**src/mlfq_pkg.sv**
```systemverilog
// ----------------------------------------------------------------------------
// mlfq_pkg: shared types and constants for the multilevel queue
// Sizes, status codes, and the command word passed from front to back.
// ----------------------------------------------------------------------------
package mlfq_pkg;
	localparam int LEVELS = 8;
	localparam int FIFO_DEPTH = 16;
	localparam int ITEM_WIDTH = 32;
	localparam int LVL_W = 3;
	localparam int PTR_W = $clog2(FIFO_DEPTH);
	localparam int FILL_W = $clog2(FIFO_DEPTH + 1);
	localparam int TOT_W = 8;
	localparam int ADDR_W = $clog2(LEVELS * FIFO_DEPTH);
	localparam int CMDQ_DEPTH = 2;

	typedef enum logic [1:0] {
		ST_OK        = 2'd0,
		ST_BAD_LEVEL = 2'd1,
		ST_FULL      = 2'd2,
		ST_EMPTY     = 2'd3
	} status_t;

	typedef enum logic {
		OP_ENQ = 1'b0,
		OP_DEQ = 1'b1
	} op_t;

	// One classified command: bad-level words need no back-end lookup.
	typedef struct packed {
		op_t                   op;
		logic                  bad;
		logic [LVL_W-1:0]      lvl;
		logic [ITEM_WIDTH-1:0] data;
	} cmd_t;
endpackage

```
**src/mlfq_front.sv**
```systemverilog
// ----------------------------------------------------------------------------
// mlfq_front: input classification and command queue
// Checks the level against the levels in use and buffers commands for the back.
// ----------------------------------------------------------------------------
module mlfq_front (
	input  logic                           clk,
	input  logic                           arst_n,
	input  logic                           push,
	output logic                           full,
	input  logic                           opcode,
	input  logic [mlfq_pkg::LVL_W-1:0]     level,
	input  logic [mlfq_pkg::ITEM_WIDTH-1:0] item_data,
	input  logic [3:0]                     level_count,
	output mlfq_pkg::cmd_t                 cmd,
	output logic                           cmd_valid,
	input  logic                           cmd_take
);
	import mlfq_pkg::*;

	cmd_t            q_q [CMDQ_DEPTH];
	logic            wp_q, rp_q;
	logic [1:0]      cnt_q;
	logic [4:0]      in_use;
	cmd_t            cin;
	logic            do_push, do_pop;

	always_comb begin
		in_use = (level_count > 4'(LEVELS)) ? 5'(LEVELS) : {1'b0, level_count};
		cin.op = op_t'(opcode);
		cin.bad = {2'b00, level} >= in_use;
		cin.lvl = level;
		cin.data = item_data;
	end

	assign full = cnt_q == 2'(CMDQ_DEPTH);
	assign do_push = push && !full;
	assign do_pop = cmd_take && cmd_valid;
	assign cmd_valid = cnt_q != 2'd0;
	assign cmd = q_q[rp_q];

	always_ff @(posedge clk) begin
		if (do_push) begin
			q_q[wp_q] <= cin;
		end
	end

	always_ff @(posedge clk or negedge arst_n) begin
		if (!arst_n) begin
			wp_q <= 1'b0;
			rp_q <= 1'b0;
			cnt_q <= 2'd0;
		end else begin
			if (do_push) wp_q <= ~wp_q;
			if (do_pop) rp_q <= ~rp_q;
			cnt_q <= cnt_q + 2'(do_push) - 2'(do_pop);
		end
	end

`ifndef SYNTH
	a_cnt_bound: assert property (@(posedge clk) disable iff (!arst_n)
		cnt_q <= 2'(CMDQ_DEPTH)) else $error("command queue overflow");
	a_no_pop_empty: assert property (@(posedge clk) disable iff (!arst_n)
		cnt_q == 2'd0 |-> !do_pop) else $error("pop from empty command queue");
	a_cnt_step: assert property (@(posedge clk) disable iff (!arst_n)
		do_push && !do_pop |=> cnt_q == $past(cnt_q) + 2'd1)
		else $error("command count mismatch");
`endif
endmodule

```
**config.mk**
```make
export PLATFORM = sky130hd
export DESIGN_NAME = mlfq_front
export DESIGN_NICKNAME = d
export VERILOG_FILES = /design/src/mlfq_pkg.sv /design/src/mlfq_front.sv
export SDC_FILE = /design/constraint.sdc
export NUM_CORES = 1
export LEC_CHECK = 0
export ABC_AREA = 0
export BUFFER_PORTS_ARGS = -buffer_cell sky130_fd_sc_hd__buf_4
export CAP_MARGIN = 20
export CELL_PAD_IN_SITES_DETAIL_PLACEMENT = 0
export CELL_PAD_IN_SITES_GLOBAL_PLACEMENT = 1
export CORE_MARGIN = 3
export CORE_UTILIZATION = 47
export DETAILED_ROUTE_END_ITERATION = 6
export PLACE_DENSITY = 0.95
export SYNTH_ARGS = -nofsm -noshare
export SYNTH_HDL_FRONTEND = slang
export SYNTH_SLANG_ARGS = --single-unit
```
**constraint.sdc**
```tcl
create_clock -name clk -period 7.55 [get_ports clk]
set_input_delay 0.755 -clock clk [delete_from_list [all_inputs] [get_ports clk]]
set_output_delay 0.755 -clock clk [all_outputs]
set_load 0.02 [all_outputs]
```
Word level (Yosys, flattened, before mapping)
Memories as Yosys holds them, arrays and structs flattened.
Cells that the tools add are included.
{"block": "word_totals", "output_inout_bits": 39, "wordCells": 18, "n_memories": 1, "rom_bits": 0, "input_bits": 44, "latch_bits": 0, "regBits": 4, "mem_bits_rw": 74}
{"block": "op_classes", "multipliers": 0, "n_reduce_logical": 4, "mux": 3, "addsub": 2, "order_cmp": 2, "div_mod_pow": 0, "n_eq_ne": 1, "shift": 0, "bitwise": 2}
{"memory": "q_q", "words": 2, "width": 37, "rd": 1, "rd_clocked_by_memory_dff": 0, "write_ports": 1, "line": "mlfq_front.sv:20", "source": "cmd_t q_q [CMDQ_DEPTH];"}
{"operator": ">= comparator 3 x 4 -> 1 bit", "n": 1}
{"operator": "greater-than comparator 4 bit (second input constant)", "n": 1}
{"operator": "two-way mux 4 bit", "n": 1}
{"operator": "adder 2 x 1 -> 2 bit", "n": 1}
{"operator": "== test 2 bit (second input constant)", "n": 1}
{"operator": "logical AND 1 bit", "n": 2}
{"operator": "two-way mux 1 bit", "n": 2}
{"operator": "inverter 1 bit", "n": 2}
{"operator": "nonzero test 2 bit", "n": 1}
{"operator": "subtractor 2 x 1 -> 2 bit", "n": 1}
{"operator": "zero test 1 bit", "n": 1}

Logic depth before layout (Yosys ltp)
Gate-level depths: netlist of the first run.
{"block": "logic_depth", "ltp_word": 5, "mapped_depth": 7, "depth_no_buf": 7}

Worst setup path after synthesis of the first run
No wires, ideal clock.
{"block": "synth_timing", "kind": "input to register", "from": "input port push", "to": "memory q_q[0][0] in the netlist's numbering, enable pin", "path_stages": 2, "setup_ps": 431, "arrival_time_ps": 2410, "n_path_buf": 0, "t_required_ps": 7119, "setup_slack_ps": 4708, "path_cell_list": "nand2_1 -> nor2_1"}
{"block": "synth_via", "elab_chain_len": 3}
{"item": "start, declared", "line": "mlfq_front.sv:8", "source": "input logic push,"}
{"item": "logical AND 1 bit", "line": "mlfq_front.sv:36", "source": "assign do_push = push && !full;"}
{"item": "two-way mux 1 bit", "line": "mlfq_front.sv:42", "source": "if (do_push) begin"}
{"item": "two-way mux 1 bit (not written as such)", "line": "mlfq_front.sv:43", "source": "q_q[wp_q] <= cin;"}
{"item": "end, declared", "line": "mlfq_front.sv:20"}
No other way between the ends.

==> results of run 1 <==
## sequential cells by signal, indices dropped and copies added (netlist names)
register	flops
cnt_q	2
q_q	74
rp_q	1
wp_q	1
## metal layers
| layer | up-vias | global-route usage | part of all wire |
|---|---|---|---|
| met5 | - | 0 | 0 |
| met4 | 0 | 0.0722 | 0.018 |
| met1 | 726 | 0.163 | 0.40 |
| met3 | 11 | 0.0485 | 0.084 |
| li1 | 736 | - | - |
| met2 | 66 | 0.229 | 0.49 |
## per-stage QoR
step	area [um^2]	setup WS, ns	utilization	cells
floorplan	3040	4.71	-	144
global placement	3720	5.14	0.610	297
detailed placement	3720	5.14	0.610	297
CTS	3990	4.74	0.654	313
global route	4020	4.69	0.659	314
finish	4020	4.78	0.659	314
## cells in the final DEF (no fill, tap or decap)
| cell type | Yosys | final |
|---|---|---|
| buf_16 | 0 | 1 |
| ha_1 | 5 | 5 |
| xnor2_1 | 3 | 3 |
| nor3_1 | 1 | 1 |
| and3_2 | 0 | 1 |
| dfrtp_2 | 0 | 1 |
| clkinv_4 | 0 | 1 |
| nor2_1 | 2 | 1 |
| xor2_1 | 1 | 1 |
| nand2_1 | 1 | 1 |
| bufinv_16 | 0 | 4 |
| inv_6 | 0 | 1 |
| mux2_4 | 20 | 20 |
| dfrtp_1 | 4 | 3 |
| or2_1 | 1 | 1 |
| edfxtp_1 | 74 | 74 |
| inv_1 | 3 | 3 |
| mux2_2 | 17 | 17 |
| a211oi_1 | 1 | 1 |
| and2_4 | 1 | 1 |
| nor2_4 | 0 | 1 |
| clkbuf_8 | 0 | 9 |
| clkinvlp_4 | 0 | 1 |
| nor2b_1 | 1 | 1 |
| buf_4 | 0 | 82 |
| nand2b_1 | 4 | 4 |
## worst max-delay path by stage
stage	endpoint	slack [ns]	cells after the start	startpoint
after global routing	cmd[1]	4.69	2	rp_q
after detailed placement	cmd[1]	5.14	2	rp_q
after global placement	cmd[1]	5.14	2	rp_q
final	cmd[1]	4.78	2	rp_q
after floorplan	q_q[0][0]	4.71	2	push
after CTS	cmd[1]	4.74	2	rp_q
## kinds of logic (layout without fill, tap and decap cells)
kind of cell             Yosys count  count (layout)  share of synthesized area
AO/OA/AOI/OAI                      1               1                    0.00247
flip-flops                        78              78                      0.764
multiplexers                      37              37                      0.162
adder cells (fa/ha/maj)            5               5                     0.0206
AND/OR/NAND/NOR                   12              12                     0.0227
buffers and inverters              7             102                     0.0165
XOR/XNOR                           4               4                     0.0115
## worst max-delay path, stage by stage (launching register included)
cell and delay, ns:
dfrtp_2 1.04, mux2_2 0.43, buf_4 0.16
## final cells by class
type,instances,area [um^2]
clock inverter,7,145
inverter,3,11.3
fill,452,2080
multi-input combinational,59,674
tap,75,93.8
timing repair buffer,83,643
sequential,78,2320
clock buffer,9,124
## power by group through the flow
stage	sequential (W)	clock, W	combinational (W)
floorplan	0.000625	0	0.000400
global placement	0.000676	0	0.000538
detailed placement	0.000680	0	0.000547
CTS	0.000671	0.000414	0.000548
global route	0.000682	0.000432	0.000587
finish	0.000667	0.000405	0.000549
==> results.sh, run 1 <==
export IMPL_status="complete, no violations"
export IMPL_internal_power_w=0.00114
export IMPL_hold_path_class="in -> async"
export IMPL_postCtsSetupBuffers=0
export IMPL_synth_area_mm2=0.00304
export IMPL_drt_total_wl_um=5060
export IMPL_switching_share=0.299
export IMPL_relSlewSlack=0.299
export IMPL_drc=0
export IMPL_synthCells=144
export IMPL_syn_to_final_growth_pct=32.2
export IMPL_synth_top_area_share=0.731
export IMPL_clock_power_share=0.250
export IMPL_reg2reg_depth=2
export IMPL_synthArstFlopShare=0.0513
export IMPL_setup_worst_path_start_class="flip-flop"
export IMPL_pin_count=83
export IMPL_cp_end_kind="output port"
export IMPL_die_width_um=86.4
export IMPL_clk_latency_ns=0.34
export IMPL_cap_violations=0
export IMPL_synthFlopType="edfxtp_1"
export IMPL_ys_warn_count=0
export IMPL_syn_avg_cell_area_um2=21.1
export IMPL_comb_power_share=0.339
export IMPL_ant_nets=0
export IMPL_period_share=0.367
export IMPL_vias=1539
export IMPL_drv_slew=0
export IMPL_yosys_area_top_type="edfxtp_1"
export IMPL_setup_viol=0
export IMPL_yosysMostFrequentCell="edfxtp_1"
export IMPL_cts_made_buffers=9
export IMPL_r2r_setup_slack_ns=5.85
export IMPL_yosys_register_bits=78
export IMPL_routedWlPerCell_um=16.1
export IMPL_die_area_mm2=0.00746
export IMPL_dr_pass1_iters=4
export IMPL_total_power_w=0.00162
export IMPL_num_rows=28
export IMPL_cts_clk_slew_worst_paths_ns=0.08
export IMPL_cts_hold_buf=0
export IMPL_grt_max_degree=39
export IMPL_gp_congestion=0.725
export IMPL_clock_sinks=78
export IMPL_vias_per_cell=4.90
export IMPL_synthTopCellsByArea="edfxtp_1 (73%), mux2_4 (9.9%), mux2_2 (6.3%), dfrtp_1 (3.3%), ha_1 (2.1%)"
export IMPL_fin_tns_setup_ns=0
export IMPL_grt_overflow_total=0
export IMPL_ir_worst_vdd_v=0.000280
export IMPL_worstReg2RegStart="cnt_q[1]"
export IMPL_drive_gt1_frac=0.586
export IMPL_grtUsageTotal=0.140
export IMPL_timing_rr_end="q_q[1][10]"
export IMPL_syn_nets=193
export IMPL_start_util=0.498
export IMPL_cts_resized=0
export IMPL_min_period_ns=2.77
export IMPL_p_leak_nw=1.60
export IMPL_cp_max_fo=38
export IMPL_cts_root_buffer="clkbuf_8"
export IMPL_io_buffers=82
export IMPL_synth_edf_count=74
export IMPL_final_nets=283
export IMPL_p_per_area_mw_per_mm2=404
export IMPL_grt_pass1_vias=1620
export IMPL_diodes=0
export IMPL_criticalPathCategory="reg -> out"
export IMPL_antenna_found_initial=0
export IMPL_hold_viol_final=0
export IMPL_dp_hpwl_um=3300
export IMPL_whs_ns=0.196
export IMPL_core_area_mm2=0.00610
export IMPL_crit_required_ns=6.80
export IMPL_p_sw_w=0.000485
export IMPL_critPathArrivalTime_ns=2.02
export IMPL_cts_tree="done"
export IMPL_rsz0062_at_grt="no"
export IMPL_cts_buffer_depth=2
export IMPL_max_slew_worst_pin_slew_ns=1.05
export IMPL_yosysSeqAreaShare=0.764
export IMPL_p_seq_frac=0.411
export IMPL_drtIter0Drc=70
export IMPL_die_h_um=86.4
export IMPL_grt_pass1_wl_um=7720
export IMPL_synthTopCellsByCount="edfxtp_1 (74), mux2_4 (20), mux2_2 (17)"
export IMPL_ctsHtreeMaxLevel=3
export IMPL_fmax_mhz=361
export IMPL_clock_skew_ns=0.00434
export IMPL_synth_cell_types=19
Power figures use the tool's default switching activity.
==> run 2: changes to the inputs <==
- ABC_AREA: 0 -> 1
- CORE_UTILIZATION: 47 -> 37
- PLACE_DENSITY: 0.95 -> 0.87
- clock period: 7.55 -> 2.4 ns (I/O delays scaled with it)
==> results.sh, run 2 <==
export IMPL_largest_register_ffs=74
export IMPL_synthArstFlopShare=0.0513
export IMPL_final_nets=386
export IMPL_whs_ns=0.0812
export IMPL_reg_top3="q_q: 74 flops, cnt_q: 2 flops"
export IMPL_antenna_found_initial=0
export IMPL_dr_pass1_iters=4
export IMPL_pin_count=83
export IMPL_status="complete, no violations"
export IMPL_cp_max_fo=38
export IMPL_grt_max_degree=39
export IMPL_cts_buffer_depth=2
export IMPL_io_buffers=82
export IMPL_clock_sinks=78
export IMPL_cts_root_buffer="clkbuf_8"
export IMPL_most_common_layout_cells="nand2_1 (132), buf_4 (83), edfxtp_1 (74), inv_1 (14), clkbuf_8 (9)"
export IMPL_cts_resized=0
export IMPL_synthCells=248
export IMPL_regMostFlops="q_q"
export IMPL_yosysSeqAreaShare=0.761
export IMPL_gp_congestion=0.705
export IMPL_fin_tns_setup_ns=0
export IMPL_fmax_mhz=547
export IMPL_layout_commonest_cell="nand2_1"
export IMPL_drv_slew=0
export IMPL_synth_cell_types=12
export IMPL_multiInputGateArea_um2=607
export IMPL_syn_to_final_growth_pct=32.0
export IMPL_dp_hpwl_um=3830
export IMPL_nFillCells=718
export IMPL_crit_required_ns=2.16
export IMPL_seq_area_mm2=0.00232
export IMPL_syn_avg_cell_area_um2=12.3
export IMPL_ctsHtreeMaxLevel=3
export IMPL_die_width_um=96.8
export IMPL_yosys_area_top_type="edfxtp_1"
export IMPL_hold_viol_final=0
export IMPL_grt_pass1_wl_um=9290
export IMPL_cpPeakStageDelay_ns=0.48
export IMPL_grt_overflow_total=0
export IMPL_synth_edf_count=74
export IMPL_diodes=0
export IMPL_max_slew_worst_pin_slew_ns=0.677
export IMPL_synth_top_area_share=0.728
export IMPL_syn_nets=297
export IMPL_clk_latency_ns=0.34
export IMPL_ant_nets=0
export IMPL_synthTopCellsByCount="nand2_1 (132), edfxtp_1 (74), inv_1 (15)"
export IMPL_crit_top_cell="nand2_1"
export IMPL_ir_worst_vdd_v=0.000592
export IMPL_drive_gt1_frac=0.295
export IMPL_postCtsSetupBuffers=0
export IMPL_vias=1944
export IMPL_grtUsageTotal=0.126
export IMPL_core_area_mm2=0.00785
export IMPL_cts_tree="done"
export IMPL_period_share=0.761
export IMPL_synth_area_mm2=0.00305
export IMPL_rsz0062_at_grt="no"
export IMPL_die_area_mm2=0.00937
export IMPL_die_h_um=96.8
export IMPL_critPathArrivalTime_ns=1.59
export IMPL_crit_slowest_cell="inv_2"
export IMPL_synthTopCellsByArea="edfxtp_1 (73%), nand2_1 (16%), dfrtp_1 (3.3%), ha_1 (2.1%), inv_1 (1.8%)"
export IMPL_num_rows=32
export IMPL_setup_viol=0
export IMPL_setup_worst_path_start_class="flip-flop"
export IMPL_start_util=0.389
export IMPL_p_per_area_mw_per_mm2=1250
export IMPL_clock_skew_ns=0.00860
export IMPL_hold_path_class="in -> reg"
export IMPL_cts_made_buffers=9
export IMPL_cts_clk_slew_worst_paths_ns=0.08
export IMPL_routedWlPerCell_um=12.8
export IMPL_path_cells="inv_2 -> nand2_1 -> nand2_1 -> buf_4"
export IMPL_cp_end_kind="output port"
export IMPL_synthFlopType="edfxtp_1"
export IMPL_ys_warn_count=0
export IMPL_drc=0
export IMPL_criticalPathCategory="reg -> out"
export IMPL_cap_violations=0
export IMPL_grt_pass1_vias=1954
export IMPL_drt_total_wl_um=5690
export IMPL_drtIter0Drc=73
export IMPL_yosysMostFrequentCell="nand2_1"
export IMPL_min_period_ns=1.83
export IMPL_yosys_register_bits=78
export IMPL_vias_per_cell=4.38
export IMPL_p_leak_nw=1.79
export IMPL_relSlewSlack=0.546
-- run 2: final timing paths --
| check | from | end | slack [ns] | cells after the start |
|---|---|---|---|---|
| min in group asynchronous | arst_n | wp_q | 0.24 | 2 |
| max reg2reg | cnt_q[0] | q_q[0][0] | 0.58 | 5 |
| max | rp_q | cmd[30] | 0.57 | 4 |
| min reg2reg | wp_q | wp_q | 0.48 | 2 |
| max in group asynchronous | arst_n | rp_q | 2.06 | 2 |
| min | item_data[11] | q_q[0][11] | 0.08 | 1 |
-- run 2: worst max-delay path, delay by kind of cell (launching register included) --
family,cells,cell delay (ns)
DFF,1,0.39
buffers and inverters,2,0.62
and+or+nand+nor,2,0.22
-- run 2: final cells by class --
cell class	count	area share
clock buffer	10	0.0317
clock inverter	6	0.0273
inverter	16	0.0149
multi-input combinational	146	0.151
sequential	78	0.577
tap	102	0.0317
timing repair buffer	86	0.167
-- run 2: timing repair --
item                       4_1_cts  5_1_grt
hold endpoints to repair         4        0
setup endpoints to repair        0        0
hold buffers                     1        0
-- run 2: cell families (layout without fill, tap and decap cells) --
group,count (synthesis),count (layout),synth area share
fa+ha+maj,5,5,0.0205
simple gates,141,141,0.176
flops,78,78,0.761
buf+inv,24,118,0.0426
-- run 2: routing by layer --
metal  GRT usage  up-vias  routed length (um)
met2       0.215       58                2890
met5           0        -                   0
met1       0.148      891                2370
li1            -      991                   -
met4      0.0421        0                  30
met3      0.0454        4                 400
-- run 2: power breakdown --
part / switching, W / internal, W
Clock: 0.000453 / 0.000689
Sequential: 0.0000752 / 0.00186
Combinational: 0.00124 / 0.000711
Total: 0.00177 / 0.00326
-- run 2: stage by stage --
stage / setup slack [ns] / power (W) / area, um^2 / cells / utilization
finish: 0.573 / 0.00503 / 4030 / 444 / 0.513
global route: 0.340 / 0.00536 / 4030 / 444 / 0.513
detailed placement: 0.523 / 0.00396 / 3780 / 427 / 0.482
floorplan: 0.460 / 0.00317 / 3050 / 248 / -
CTS: 0.510 / 0.00509 / 4030 / 444 / 0.513
global placement: 0.582 / 0.00391 / 3780 / 427 / 0.482
==> run 3: changes to the inputs <==
- CORE_UTILIZATION: 37 -> 40
- PLACE_DENSITY: 0.87 -> 0.89
- clock period: 2.4 -> 1.8 ns (I/O delays scaled with it)
==> results.sh, run 3 (synthesis results as in run 2) <==
export IMPL_status="complete, no violations"
export IMPL_pre_cts_ws_ns=0.412
export IMPL_reg2reg_depth=9
export IMPL_criticalPathCategory="reg -> out"
export IMPL_min_period_ns=1.61
export IMPL_crit_slowest_cell="buf_4"
export IMPL_fin_tns_setup_ns=0
export IMPL_gp_congestion=0.772
export IMPL_syn_to_final_growth_pct=30.8
export IMPL_most_common_layout_cells="nand2_1 (132), buf_4 (88), edfxtp_1 (74), inv_1 (14), clkbuf_8 (9)"
export IMPL_grt_overflow_total=0
export IMPL_die_h_um=93.3
export IMPL_dpl_cell_area_mm2=0.00379
export IMPL_io_buffers=82
export IMPL_cpPeakStageDelay_ns=0.38
export IMPL_finish_utilization=0.544
export IMPL_num_rows=31
export IMPL_worstReg2RegStart="cnt_q[1]"
export IMPL_cts_resized=0
export IMPL_cts_buffer_depth=2
export IMPL_grt_pass1_vias=1972
export IMPL_setup_worst_path_start_class="flip-flop"
export IMPL_drive_gt1_frac=0.309
export IMPL_clock_sinks=78
export IMPL_placedCellCount=428
export IMPL_die_area_mm2=0.00871
export IMPL_grt_pass1_wl_um=9030
export IMPL_die_width_um=93.3
export IMPL_r2r_setup_slack_ns=0.40
export IMPL_drt_total_wl_um=5640
export IMPL_routedWlPerCell_um=12.7
export IMPL_final_area_mm2=0.00399
export IMPL_crit_cells=4
export IMPL_crit_family="buffers and inverters"
export IMPL_fmax_mhz=622
export IMPL_cp_startpoint="rp_q"
export IMPL_diodes=0
export IMPL_cts_made_buffers=9
export IMPL_p_per_area_mw_per_mm2=1620
export IMPL_drv_slew=0
export IMPL_hold_path_class="in -> reg"
export IMPL_hold_viol_final=0
export IMPL_crit_required_ns=1.62
export IMPL_regMostFlops="q_q"
export IMPL_cp_end_kind="output port"
export IMPL_clk_latency_ns=0.33
export IMPL_vias_per_cell=4.42
export IMPL_final_nets=390
export IMPL_endpoint="cmd[33]"
export IMPL_path_cells="buf_4 -> nand2_1 -> nand2_1 -> buf_4"
export IMPL_timing_rr_end="cnt_q[1]"
export IMPL_min_from="item_data[7]"
export IMPL_grt_max_degree=39
export IMPL_vias=1967
export IMPL_setup_ws_ns=0.191
export IMPL_ir_worst_vdd_v=0.000635
export IMPL_grtUsageTotal=0.137
export IMPL_antenna_found_initial=0
export IMPL_pin_count=83
export IMPL_cts_clk_slew_worst_paths_ns=0.08
export IMPL_max_slew_worst_pin_slew_ns=0.416
export IMPL_reg_top3="q_q: 74 flops, cnt_q: 2 flops"
export IMPL_critPathArrivalTime_ns=1.43
export IMPL_ant_nets=0
export IMPL_core_area_mm2=0.00733
export IMPL_dp_hpwl_um=3870
export IMPL_start_util=0.416
export IMPL_dr_pass1_iters=4
export IMPL_ctsHtreeMaxLevel=3
export IMPL_cap_violations=0
export IMPL_rsz0062_at_grt="no"
export IMPL_cts_root_buffer="clkbuf_8"
export IMPL_period_share=0.894
export IMPL_layout_cells_non_filler=445
export IMPL_layout_commonest_cell="nand2_1"
export IMPL_clock_skew_ns=0.00969
export IMPL_cts_tree="done"
export IMPL_largest_register_ffs=74
export IMPL_relSlewSlack=0.722
export IMPL_drc=0
export IMPL_path_buf_inv=2
export IMPL_drtIter0Drc=97
export IMPL_setup_viol=0
export IMPL_cp_max_fo=38
export IMPL_p_leak_nw=1.80
## run 3: cell types whose count changed in the layout (fill, tap and decap cells not counted), sizes merged
cell / previous run / this run
buf: 85 / 89
bufinv: 3 / 1
clkbuf: 10 / 9
clkinv: 3 / 5
clkinvlp: 1 / 0
inv: 15 / 17
## run 3: stage by stage
stage	power [W]	hold slack (ns)
6_report	0.00646	0.0249
5_1_grt	0.00690	0.00354
4_1_cts	0.00655	0.0105
3_5_place_dp	0.00532	-0.0209
3_3_place_gp	0.00526	-0.0203
2_1_floorplan	0.00423	-0.116
## run 3: final cells by class
cell class / instances / area (um^2)
Fill cell: 629 / 3340
Sequential cell: 78 / 2320
Timing Repair Buffer: 90 / 691
Multi-Input combinational cell: 146 / 607
Clock buffer: 9 / 124
Tap cell: 99 / 124
Clock inverter: 7 / 62.6
Inverter: 16 / 60.1
## run 3: how the worst min path moves through the flow
stage          slack, ns  cells past startpoint   endpoint
6_report            0.02                      1  q_q[1][7]
5_1_grt            0.004                      1  q_q[1][2]
4_1_cts             0.01                      1  q_q[0][5]
3_5_place_dp       -0.02                      1       rp_q
3_3_place_gp       -0.02                      1       rp_q
2_1_floorplan      -0.12                      0   cnt_q[0]
## run 3: repair_timing
item,in CTS,in global routing
setup buffers,0,0
hold buffers,1,0
hold endpoints to repair,4,0
## run 3: routing by layer
layer	vias to the layer above	part of all wire	track usage
met5	-	0	0
met4	0	0.0082	0.0464
met3	7	0.084	0.0571
met2	60	0.49	0.225
met1	898	0.42	0.162
li1	1002	-	-
## run 3: power breakdown
part	total [W]	switching, W	internal, W
sequential	0.00258	0.0000991	0.00248
combinational	0.00266	0.00168	0.000984
clock	0.00122	0.000590	0.000631
total	0.00646	0.00237	0.00409
